`src/rtl/core/mrp_pkg.sv`:
```
// Package for the Modbus read response parser: types, constants and the CRC step.
package mrp_pkg;

    localparam logic [15:0] CRC_INIT        = 16'hFFFF;
    localparam logic [15:0] CRC_POLY        = 16'hA001;
    localparam logic [7:0]  FC_READ_HOLDING = 8'h03;
    localparam logic [8:0]  POS_MAX         = 9'd511;

    localparam logic [7:0]  SLAVE_ADDR_RESET = 8'd1;
    localparam logic [6:0]  WORD_LIMIT_RESET = 7'd127;

    localparam logic REG_SLAVE_ADDR = 1'b0;
    localparam logic REG_WORD_LIMIT = 1'b1;

    typedef enum logic [2:0] {
        ST_OK        = 3'd0,
        ST_TOO_SHORT = 3'd1,
        ST_BAD_SLAVE = 3'd2,
        ST_BAD_FUNC  = 3'd3,
        ST_ODD_COUNT = 3'd4,
        ST_CRC_ERROR = 3'd5
    } mrp_status_t;

    typedef struct packed {
        logic        kind;
        logic [6:0]  reg_index;
        logic [15:0] reg_value;
        mrp_status_t status;
        logic [6:0]  reg_count;
    } mrp_result_t;

    function automatic logic [15:0] crc16_byte(input logic [15:0] crc_in, input logic [7:0] b);
        logic [15:0] c;
        c = crc_in ^ {8'h00, b};
        for (int k = 0; k < 8; k++)
        begin
            c = c[0] ? ((c >> 1) ^ CRC_POLY) : (c >> 1);
        end
        return c;
    endfunction

endpackage

```
`src/rtl/core/mrp_frame_checker.sv`:
```
// Frame state, CRC and verdict logic for one received byte per cycle while accept is high.
module mrp_frame_checker
    import mrp_pkg::*;
(
    input  logic        clk,
    input  logic        rst_n,
    input  logic        accept,
    input  logic [7:0]  rx_byte,
    input  logic        frame_end,
    input  logic [7:0]  slave_addr,
    input  logic [6:0]  word_limit,
    output logic        result_valid,
    output mrp_result_t result
);

    logic [8:0]  pos_reg,      pos_next;
    logic [15:0] crc_reg,      crc_next;
    logic [7:0]  cnt_reg,      cnt_next;
    logic [7:0]  high_reg,     high_next;
    logic        slave_ok_reg, slave_ok_next;
    logic        func_ok_reg,  func_ok_next;
    logic [7:0]  crc_lo_reg,   crc_lo_next;
    logic        crc_ok_reg,   crc_ok_next;

    logic [9:0]  data_end;
    logic [7:0]  off;
    logic [6:0]  widx;
    logic        word;
    logic [9:0]  len;
    logic [6:0]  rc;
    mrp_status_t st;

    always_comb
    begin
        pos_next      = pos_reg;
        crc_next      = crc_reg;
        cnt_next      = cnt_reg;
        high_next     = high_reg;
        slave_ok_next = slave_ok_reg;
        func_ok_next  = func_ok_reg;
        crc_lo_next   = crc_lo_reg;
        crc_ok_next   = crc_ok_reg;
        word          = 1'b0;
        data_end      = 10'd3 + {2'b00, cnt_reg};
        off           = pos_reg[7:0] - 8'd3;
        widx          = off[7:1];

        if (pos_reg == 9'd0)
        begin
            slave_ok_next = (rx_byte == slave_addr);
            crc_next      = crc16_byte(crc_reg, rx_byte);
        end
        else if (pos_reg == 9'd1)
        begin
            func_ok_next = (rx_byte == FC_READ_HOLDING);
            crc_next     = crc16_byte(crc_reg, rx_byte);
        end
        else if (pos_reg == 9'd2)
        begin
            cnt_next = rx_byte;
            crc_next = crc16_byte(crc_reg, rx_byte);
        end
        else if ({1'b0, pos_reg} < data_end)
        begin
            crc_next = crc16_byte(crc_reg, rx_byte);
            if (!off[0])
            begin
                high_next = rx_byte;
            end
            else
            begin
                word = (widx < word_limit);
            end
        end
        else if ({1'b0, pos_reg} == data_end)
        begin
            crc_lo_next = rx_byte;
        end
        else if ({1'b0, pos_reg} == data_end + 10'd1)
        begin
            crc_ok_next = (crc_reg == {rx_byte, crc_lo_reg});
        end

        if (pos_reg != POS_MAX)
        begin
            pos_next = pos_reg + 9'd1;
        end

        // verdict
        len = {1'b0, pos_reg} + 10'd1;
        rc  = 7'd0;
        priority if (len < 10'd5)
            st = ST_TOO_SHORT;
        else if (!slave_ok_next)
            st = ST_BAD_SLAVE;
        else if (!func_ok_next)
            st = ST_BAD_FUNC;
        else if (cnt_next[0])
            st = ST_ODD_COUNT;
        else if (len < 10'd5 + {2'b00, cnt_next})
            st = ST_TOO_SHORT;
        else if (!crc_ok_next)
            st = ST_CRC_ERROR;
        else
        begin
            st = ST_OK;
            rc = (cnt_next[7:1] > word_limit) ? word_limit : cnt_next[7:1];
        end

        if (frame_end)
        begin
            pos_next      = 9'd0;
            crc_next      = CRC_INIT;
            cnt_next      = 8'd0;
            high_next     = 8'd0;
            slave_ok_next = 1'b0;
            func_ok_next  = 1'b0;
            crc_lo_next   = 8'd0;
            crc_ok_next   = 1'b0;
        end

        result_valid = accept && (frame_end || word);
        if (frame_end)
        begin
            result.kind      = 1'b1;
            result.reg_index = 7'd0;
            result.reg_value = 16'd0;
            result.status    = st;
            result.reg_count = rc;
        end
        else
        begin
            result.kind      = 1'b0;
            result.reg_index = widx;
            result.reg_value = {high_reg, rx_byte};
            result.status    = ST_OK;
            result.reg_count = 7'd0;
        end
    end

    always_ff @(posedge clk or negedge rst_n)
    begin
        if (!rst_n)
        begin
            pos_reg      <= 9'd0;
            crc_reg      <= CRC_INIT;
            cnt_reg      <= 8'd0;
            high_reg     <= 8'd0;
            slave_ok_reg <= 1'b0;
            func_ok_reg  <= 1'b0;
            crc_lo_reg   <= 8'd0;
            crc_ok_reg   <= 1'b0;
        end
        else if (accept)
        begin
            pos_reg      <= pos_next;
            crc_reg      <= crc_next;
            cnt_reg      <= cnt_next;
            high_reg     <= high_next;
            slave_ok_reg <= slave_ok_next;
            func_ok_reg  <= func_ok_next;
            crc_lo_reg   <= crc_lo_next;
            crc_ok_reg   <= crc_ok_next;
        end
    end

endmodule

```
`src/rtl/core/modbus_read_response_parser_unit.sv`:
```
// Top level of the Modbus RTU read-holding-registers response parser.
// One received byte is taken per cycle while s_tready is high; its result (a
// provisional register word or, on the tlast byte, the frame verdict) goes to
// the output register, or to the second entry of a two-entry output buffer
// while one result waits there; s_tready drops only when both entries are
// full. Bytes that complete no word and end no frame give no result.
module modbus_read_response_parser_unit
    import mrp_pkg::*;
(
    input  logic        clk,
    input  logic        rst_n,
    // APB configuration
    input  logic        psel,
    input  logic        penable,
    input  logic        pwrite,
    input  logic [2:0]  paddr,
    input  logic [31:0] pwdata,
    output logic [31:0] prdata,
    output logic        pready,
    // input stream
    input  logic        s_tvalid,
    output logic        s_tready,
    input  logic [7:0]  s_tdata,   // [7:0] rx_byte
    input  logic        s_tlast,   // frame_end
    // result stream
    output logic        m_tvalid,
    input  logic        m_tready,
    output logic [39:0] m_tdata,   // [6:0] reg_index, [22:7] reg_value, [25:23] status,
                                   // [32:26] reg_count, [39:33] zero
    output logic        m_tlast    // kind: 0 register word, 1 verdict
);

    logic [7:0]  slave_addr_reg;
    logic [6:0]  word_limit_reg;

    logic        accept;
    logic        res_valid;
    mrp_result_t res;

    logic        out_valid_reg;
    mrp_result_t out_reg;
    logic        skid_valid_reg;
    mrp_result_t skid_reg;
    logic        pop;

    assign pready = 1'b1;

    always_ff @(posedge clk or negedge rst_n)
    begin
        if (!rst_n)
        begin
            slave_addr_reg <= SLAVE_ADDR_RESET;
            word_limit_reg <= WORD_LIMIT_RESET;
        end
        else if (psel && penable && pwrite && pready)
        begin
            unique case (paddr[2])
                REG_SLAVE_ADDR: slave_addr_reg <= pwdata[7:0];
                REG_WORD_LIMIT: word_limit_reg <= pwdata[6:0];
                default:        ;
            endcase
        end
    end

    always_comb
    begin
        unique case (paddr[2])
            REG_SLAVE_ADDR: prdata = {24'd0, slave_addr_reg};
            REG_WORD_LIMIT: prdata = {25'd0, word_limit_reg};
            default:        prdata = 32'd0;
        endcase
    end

    assign s_tready = !skid_valid_reg;
    assign accept   = s_tvalid && s_tready;

    mrp_frame_checker u_checker (
        .clk          (clk),
        .rst_n        (rst_n),
        .accept       (accept),
        .rx_byte      (s_tdata),
        .frame_end    (s_tlast),
        .slave_addr   (slave_addr_reg),
        .word_limit   (word_limit_reg),
        .result_valid (res_valid),
        .result       (res)
    );

    assign pop = out_valid_reg && m_tready;

    always_ff @(posedge clk or negedge rst_n)
    begin
        if (!rst_n)
        begin
            out_valid_reg  <= 1'b0;
            skid_valid_reg <= 1'b0;
        end
        else if (skid_valid_reg)
        begin
            if (pop)
            begin
                skid_valid_reg <= 1'b0;
            end
        end
        else if (res_valid)
        begin
            if (out_valid_reg && !pop)
            begin
                skid_valid_reg <= 1'b1;
            end
            else
            begin
                out_valid_reg <= 1'b1;
            end
        end
        else if (pop)
        begin
            out_valid_reg <= 1'b0;
        end
    end

    always_ff @(posedge clk)
    begin
        if (skid_valid_reg)
        begin
            if (pop)
            begin
                out_reg <= skid_reg;
            end
        end
        else if (res_valid)
        begin
            if (out_valid_reg && !pop)
            begin
                skid_reg <= res;
            end
            else
            begin
                out_reg <= res;
            end
        end
    end

    assign m_tvalid = out_valid_reg;
    assign m_tlast  = out_reg.kind;
    assign m_tdata  = {7'd0, out_reg.reg_count, out_reg.status,
                       out_reg.reg_value, out_reg.reg_index};

endmodule

```
`config.mk`:
```
export PLATFORM = sky130hd
export DESIGN_NAME = modbus_read_response_parser_unit
export DESIGN_NICKNAME = d
export VERILOG_FILES = /design/src/rtl/core/mrp_pkg.sv /design/src/rtl/core/mrp_frame_checker.sv /design/src/rtl/core/modbus_read_response_parser_unit.sv
export SDC_FILE = /design/constraint.sdc
export NUM_CORES = 1
export LEC_CHECK = 0
export BUFFER_PORTS_ARGS = -buffer_cell sky130_fd_sc_hd__buf_2
export CAP_MARGIN = 10
export CORE_ASPECT_RATIO = 0.8
export CORE_MARGIN = 2
export CORE_UTILIZATION = 55
export DETAILED_ROUTE_END_ITERATION = 8
export HOLD_SLACK_MARGIN = 0.15
export PLACE_DENSITY = 0.78
export SLEW_MARGIN = 0
export SYNTH_ARGS = -nofsm -noshare
export SYNTH_HDL_FRONTEND = slang
export SYNTH_SLANG_ARGS = --single-unit
```
`constraint.sdc`:
```
create_clock -name clk -period 7.6 [get_ports clk]
set_clock_uncertainty 0.2 [all_clocks]
set_input_delay 1.14 -clock clk [delete_from_list [all_inputs] [get_ports clk]]
set_output_delay 1.14 -clock clk [all_outputs]
set_load 0.005 [all_outputs]
```
==> results.cfg, run 1 <==
[pwr]
power.density_mw_per_mm2 = 340
vdd_drop_max_mv = 0.209
leakage_uw = 0.00376

[critical_path]
crit_slowest_cell = mux2i_1
path_cells = inv_1 -> ha_1 -> nor4_1 -> o2111ai_2 -> mux2i_1 -> inv_1 -> ha_1 -> nor2_1 -> nor2_1 -> xnor2_1 -> ha_1 -> o21ai_0 -> nor2_1 -> a2111oi_0 -> o21ai_0 -> nor2_1 -> or4b_1 -> o31ai_1
critPathMaxStageDelay_ps = 620
cp_data_arrival_time_ps = 5590
crit_path_end_kind = flop
worstReg2RegStart = u_checker.pos_reg[0]$_DFFE_PN0P_
required_ps = 7530
rrSetupSlack_ps = 1940
cp_common_cell = nor2_1
rr_endpoint = m_tdata[29]$_DFFE_PP_
crit_path_start = u_checker.pos_reg[0]$_DFFE_PN0P_
cp_max_fo = 14
critPathKind = flop to flop
rr_worst_depth = 18
start_kind = flop
crit_end = m_tdata[29]$_DFFE_PP_

[layout]
diodes = 0
final_cell_mix = nor2_1, buf_2, edfxtp_1
fin_util_pct = 62.6
layout-drive-gt1-share_pct = 23.3
final_nets = 903
nFillCells = 1152
area_growth_pct = 10.4
largest_register_ffs = 34

[timing]
max_slew_margin_pct = 22.2
slew_viol_final = 0
hold_viol = 0
setup_tns_ps = 0
fin_crit_sh_pct = 74.4
worstMarginPinSlew_ps = 1170
setup_viol_count_final = 0
rsz0062_at_grt = false
period_minus_slack_ps = 5660
fmax_mhz = 177

[clock_tree]
clk_path_buf_depth = 2
clk_pin_slew_worst_paths_ps = 60
cts_hold_buf = 0
post_cts_resized = 0
insertion_delay_ps = 420
cts_buffers = 17
clock-sinks = 137
cts_tree = done
cts_root_buffer = clkbuf_16
h-tree-depth = 4
cts_setup_buffers = 0

[grt]
grt_use_met2_pct = 32.6
grt-busiest-layer = met1
antenna_found_initial = 0
grt_overflow = 0
track_usage_pct = 23.7
grt_util_met1_pct = 36.5
grtUsageMet3_pct = 6.73
grt_pass1_vias = 5338
grt_max_degree = 70
grt_pass1_wl_um = 28900

[synth]
ys_seq_area_share_pct = 46.5
post_synth_num_cell_types = 61
synth_edf_count = 68
synth_area_mm2 = 0.00817
synth_seq_cells = 137
async_flop_share_pct = 50.4
yosys_most_used_dff = edfxtp_1
yosysTopAreaCellShare_pct = 25.0
yosysWarnings = 0
synthCells = 770
synth_top_area_cell = edfxtp_1
synthTopCellsByArea = edfxtp_1, dfrtp_1, mux2_2, dfstp_2, xnor2_1
postSynthAreaPerCell_um2 = 10.6

[route]
drt_wl_total_um = 18100
drt_iter0_drc = 515
avgRoutedWirePerCell_um = 17.9
postRouteAntennaNets = 0
drt_first_pass_iters = 6
vias = 5875
drc_errors = 0
via_per_inst = 5.81

[floorplanning]
dieHeight_um = 113
die_area_mm2 = 0.0159
core_area_mm2 = 0.0144
fp-row-count = 39
fp.dieW_um = 140
start_util_pct = 56.8
ios = 127

[run_status]
status = finished clean

[run]
max-cap-violations = 0

[placement]
hpwl_um = 12700
placement.io_buffers = 68
gp_congestion = 0.913

[hold_path]
min_path_type = flop to flop
[metrics by stage]
step | cells | worst slack (ps) | hold slack, ps | power [uW] | cell area (um^2)
2_1_floorplan | 800 | 1590 | 244 | 1970 | 8280
4_1_cts | 1011 | 1980 | 292 | 3070 | 9020
3_3_place_gp | 979 | 2040 | 263 | 2230 | 8450
5_1_grt | 1011 | 1350 | 330 | 3250 | 9020
6_report | 1011 | 1940 | 300 | 3070 | 9020
3_5_place_dp | 979 | 1970 | 280 | 2270 | 8450
[worst min path at each step]
stage / end / cells past startpoint / slack, ps / from
6_report: u_checker.slave_ok_reg$_DFFE_PN0P_ / 2 / 300 / u_checker.slave_ok_reg$_DFFE_PN0P_
5_1_grt: u_checker.slave_ok_reg$_DFFE_PN0P_ / 2 / 330 / u_checker.slave_ok_reg$_DFFE_PN0P_
4_1_cts: u_checker.slave_ok_reg$_DFFE_PN0P_ / 2 / 290 / u_checker.slave_ok_reg$_DFFE_PN0P_
3_5_place_dp: u_checker.slave_ok_reg$_DFFE_PN0P_ / 2 / 280 / u_checker.slave_ok_reg$_DFFE_PN0P_
3_3_place_gp: u_checker.slave_ok_reg$_DFFE_PN0P_ / 2 / 260 / u_checker.slave_ok_reg$_DFFE_PN0P_
2_1_floorplan: u_checker.slave_ok_reg$_DFFE_PN0P_ / 2 / 240 / u_checker.slave_ok_reg$_DFFE_PN0P_
[synth_stat cells, drive strengths merged, types with 12 or more instances]
| cell | n |
|---|---|
| dfstp | 24 |
| nand2 | 54 |
| mux2 | 59 |
| nand3 | 16 |
| xor2 | 21 |
| edfxtp | 68 |
| dfrtp | 45 |
| buf | 44 |
| xnor2 | 56 |
| inv | 36 |
| a31oi | 14 |
| clkbuf | 33 |
| nor2b | 22 |
| ha | 38 |
| nand4 | 12 |
| o21ai | 34 |
| a21oi | 20 |
| nor2 | 69 |
| o31ai | 17 |
[cell type report]
type | instances | area, um^2 | area share, %
Clock buffer | 20 | 437 | 4.84
Inverter | 36 | 135 | 1.50
Clock inverter | 12 | 128 | 1.42
Multi-Input combinational cell | 550 | 3920 | 43.5
Sequential cell | 137 | 3800 | 42.1
Tap cell | 184 | 230 | 2.55
Timing Repair Buffer | 72 | 370 | 4.11
[metal layers]
layer | wire (um) | up-vias | part of all wire (%)
li1 | - | 2750 | -
met1 | 8590 | 2809 | 47
met2 | 7640 | 292 | 42
met3 | 1700 | 24 | 9.4
met4 | 195 | 0 | 1.1
met5 | 0 | - | 0
[cells by family after synthesis]
| family | after synthesis | synth area share, % |
|---|---|---|
| adders and majority gates | 38 | 5.82 |
| and+or+nand+nor | 208 | 12.5 |
| DFF | 137 | 46.5 |
| buffers and inverters | 113 | 7.07 |
| AOI/OAI and AO/OA | 128 | 10.5 |
| muxes | 66 | 8.99 |
| other | 2 | 0.0919 |
| xor gates and xnor gates | 78 | 8.53 |
[power breakdown]
part	internal (uW)	leakage (uW)	switching [uW]	total [uW]
sequential	1040	0.00147	161	1200
combinational	477	0.00202	591	1070
clock	481	0.000268	316	797
[critical path: cells and delay by family (launching register included)]
kind | cells | cell delay [ps]
adders and majority gates | 3 | 830
and+or+nand+nor | 6 | 1540
xor gates and xnor gates | 1 | 150
buffers and inverters | 2 | 330
DFF | 1 | 510
AOI/OAI and AO/OA | 5 | 1200
muxes | 1 | 620
No activity file was read; power rests on OpenSTA's default activity.
==> run 2, diff against run 1 <==
- ABC_AREA: not set -> 1
- CORE_UTILIZATION: 55 -> 52
- PLACE_DENSITY: 0.78 -> 0.77
- clock period: 7.6 -> 4.77 ns (I/O delays scaled with it)
==> results.cfg, run 2 <==
[run_status]
status = finished clean

[placement]
numPlacedInstances = 1244
hpwl_um = 14700
placement.io_buffers = 68
gp_congestion = 0.953
post-place-ws_ps = 372

[critical_path]
crit_slowest_cell = or3_4
rrSetupSlack_ps = 310
cp_max_fo = 14
rr_worst_depth = 25
worst-path-buf-inv = 2
critPathTopFamily = simple AND/OR/NAND/NOR gates
cp_data_arrival_time_ps = 4560
critPathMaxStageDelay_ps = 520
rr_endpoint = m_tdata[23]$_DFFE_PP_
required_ps = 4870
worstReg2RegStart = u_checker.pos_reg[2]$_DFFE_PN0P_
start_kind = flop
crit_path_end_kind = flop
cp_common_cell = nand2_1
critPathKind = flop to flop

[grt]
grt_pass1_vias = 6170
grt_pass1_wl_um = 32100
grt_overflow = 0
track_usage_pct = 25.3
antenna_found_initial = 0
grt_max_degree = 53

[clock_tree]
clk_path_buf_depth = 2
cts_buffers = 17
insertion_delay_ps = 430
cts_root_buffer = clkbuf_16
clk_pin_slew_worst_paths_ps = 70
clock-sinks = 137
cts_setup_buffers = 0
cts_hold_buf = 0
cts_tree = done
h-tree-depth = 4

[floorplanning]
start_util_pct = 53.8
dieHeight_um = 116
ios = 127
die_area_mm2 = 0.0167
fp.dieW_um = 144
fp-row-count = 40
core_area_mm2 = 0.0152

[timing]
setup_slack_ps = 310
max_slew_margin_pct = 30.7
setup_viol_count_final = 0
rsz0062_at_grt = false
slew_viol_final = 0
fmax_mhz = 224
worstMarginPinSlew_ps = 1040
setup_tns_ps = 0
fin_crit_sh_pct = 93.5
period_minus_slack_ps = 4460
hold_viol = 0

[synth]
synth_top_area_cell = edfxtp_1
synthCells = 985
yosysMostFrequentCell = nand2_1
async_flop_share_pct = 50.4
synthTopCellsByCount = nand2_1, inv_1, nor2_1
ys_seq_area_share_pct = 46.6
synth_seq_cells = 137
yosysTopAreaCellShare_pct = 25.0
postSynthAreaPerCell_um2 = 8.28
yosys_most_used_dff = edfxtp_1
synth_edf_count = 68
synth_area_mm2 = 0.00815
yosysWarnings = 0
post_synth_num_cell_types = 46
synthTopCellsByArea = edfxtp_1, dfrtp_1, nand2_1, dfstp_2, inv_1

[layout]
diodes = 0
fin_util_pct = 60.8
nFillCells = 1323
final_common_cell = nand2_1
area_growth_pct = 13.1
largest_register_ffs = 34
final_cell_mix = nand2_1, inv_1, nor2_1
layout-drive-gt1-share_pct = 15.7
final_nets = 1142
finalNonFillerCells = 1276

[hold_path]
min_path_type = primary input to async pin

[pwr]
pwr-share-seq_pct = 33.2
fin_total_pwr_uw = 5790
combPwrFrac_pct = 43.8
leakage_uw = 0.00441
pwr-share-clk_pct = 23.0
vdd_drop_max_mv = 0.361
power.density_mw_per_mm2 = 628
power.switching_uw = 2490
p_int_uw = 3290
swShare_pct = 43.1

[route]
drt_first_pass_iters = 5
avgRoutedWirePerCell_um = 15.8
drt_iter0_drc = 827
drc_errors = 0
drt_wl_total_um = 20200
vias = 6733
postRouteAntennaNets = 0
via_per_inst = 5.28

[run]
max-cap-violations = 0
[run 2: cell count changes after synthesis, sizes merged, moves of 8 or more]
cell and change:
buf -8, o21ai +67, o22ai +11, o31ai -16
nor2b -22, clkbuf -13, nand2 +197, inv +106
nand3 +24, mux2 -59, a31oi -13, xnor2 -32
nor2 +14
[run 2: how the worst max path moves through the flow]
stage / start / end / slack [ps] / cells after the start
floorplan: u_checker.pos_reg[0]$_DFFE_PN0P_ / m_tdata[0]$_DFFE_PP_ / 420 / 14
global placement: u_checker.pos_reg[0]$_DFFE_PN0P_ / m_tdata[29]$_DFFE_PP_ / 450 / 21
detailed placement: u_checker.pos_reg[0]$_DFFE_PN0P_ / m_tdata[29]$_DFFE_PP_ / 370 / 21
CTS: u_checker.pos_reg[0]$_DFFE_PN0P_ / m_tdata[32]$_DFFE_PP_ / 290 / 21
global route: u_checker.pos_reg[4]$_DFFE_PN0P_ / m_tdata[23]$_DFFE_PP_ / 20 / 25
finish: u_checker.pos_reg[2]$_DFFE_PN0P_ / m_tdata[23]$_DFFE_PP_ / 310 / 25
[run 2: cells by family after synthesis]
kind of cell    Yosys count  synth area share (%)
simple gates            408                  20.9
buf+inv                 199                  10.9
compound gates          156                  10.5
flops                   137                  46.6
xor+xnor                 45                  5.20
fa+ha+maj                38                  5.83
other cells               2                0.0921
[run 2: area by class of cell]
| class | count | area (um^2) | area share, % |
|---|---|---|---|
| clock inverters | 15 | 179 | 1.94 |
| clock buffers | 17 | 425 | 4.62 |
| well taps | 210 | 263 | 2.85 |
| flip-flops and latches | 137 | 3800 | 41.2 |
| inverters | 143 | 537 | 5.82 |
| repair buffers | 75 | 418 | 4.53 |
| multi-input cells | 679 | 3590 | 39.0 |
[run 2: power groups by stage]
stage	clock network [uW]	logic [uW]	registers, uW
after global placement	0	2410	1920
final	1330	2530	1920
after global routing	1390	2880	1960
after floorplan	0	1820	1890
after detailed placement	0	2470	1930
after CTS	1340	2510	1910
[run 2: through the flow]
stage / area (um^2) / hold WS (ps)
after floorplan: 8260 / 220
after CTS: 9210 / 292
after global placement: 8610 / 267
after detailed placement: 8610 / 274
after global routing: 9220 / 318
final: 9220 / 276
[run 2: layer usage]
layer  vias to the layer above  global-route usage, %  part of all wire [%]
met1                      3117                   37.8                    47
li1                       3285                      -                     -
met5                         -                      0                     0
met2                       298                   37.8                    43
met3                        33                   4.67                   8.5
met4                         0                   7.32                   1.5
[run 2: repair_timing]
action                                  4_1_cts  5_1_grt
endpoints found under the setup margin        0        6
gates resized for setup                       0        2
endpoints found under the hold margin         0        0
[run 2: worst reg2reg max path: stages (launching register included)]
cell and delay, ps:
dfrtp_1 480, inv_2 140, nand2_2 110, nor2_1 190, nand3_1 190, or3_4 520, o21ai_2 250, inv_1 70
ha_1 200, or2_1 250, nand2_1 110, xor2_1 190, ha_1 270, nand2_1 70, nor2_1 40, a211oi_1 180
nor2_1 80, nor2_1 80, nand2_1 90, nand3_1 160, nand2_1 90, nand2_1 60, nand2_1 60, nand2_1 70
nand3_1 80, nand2_1 90
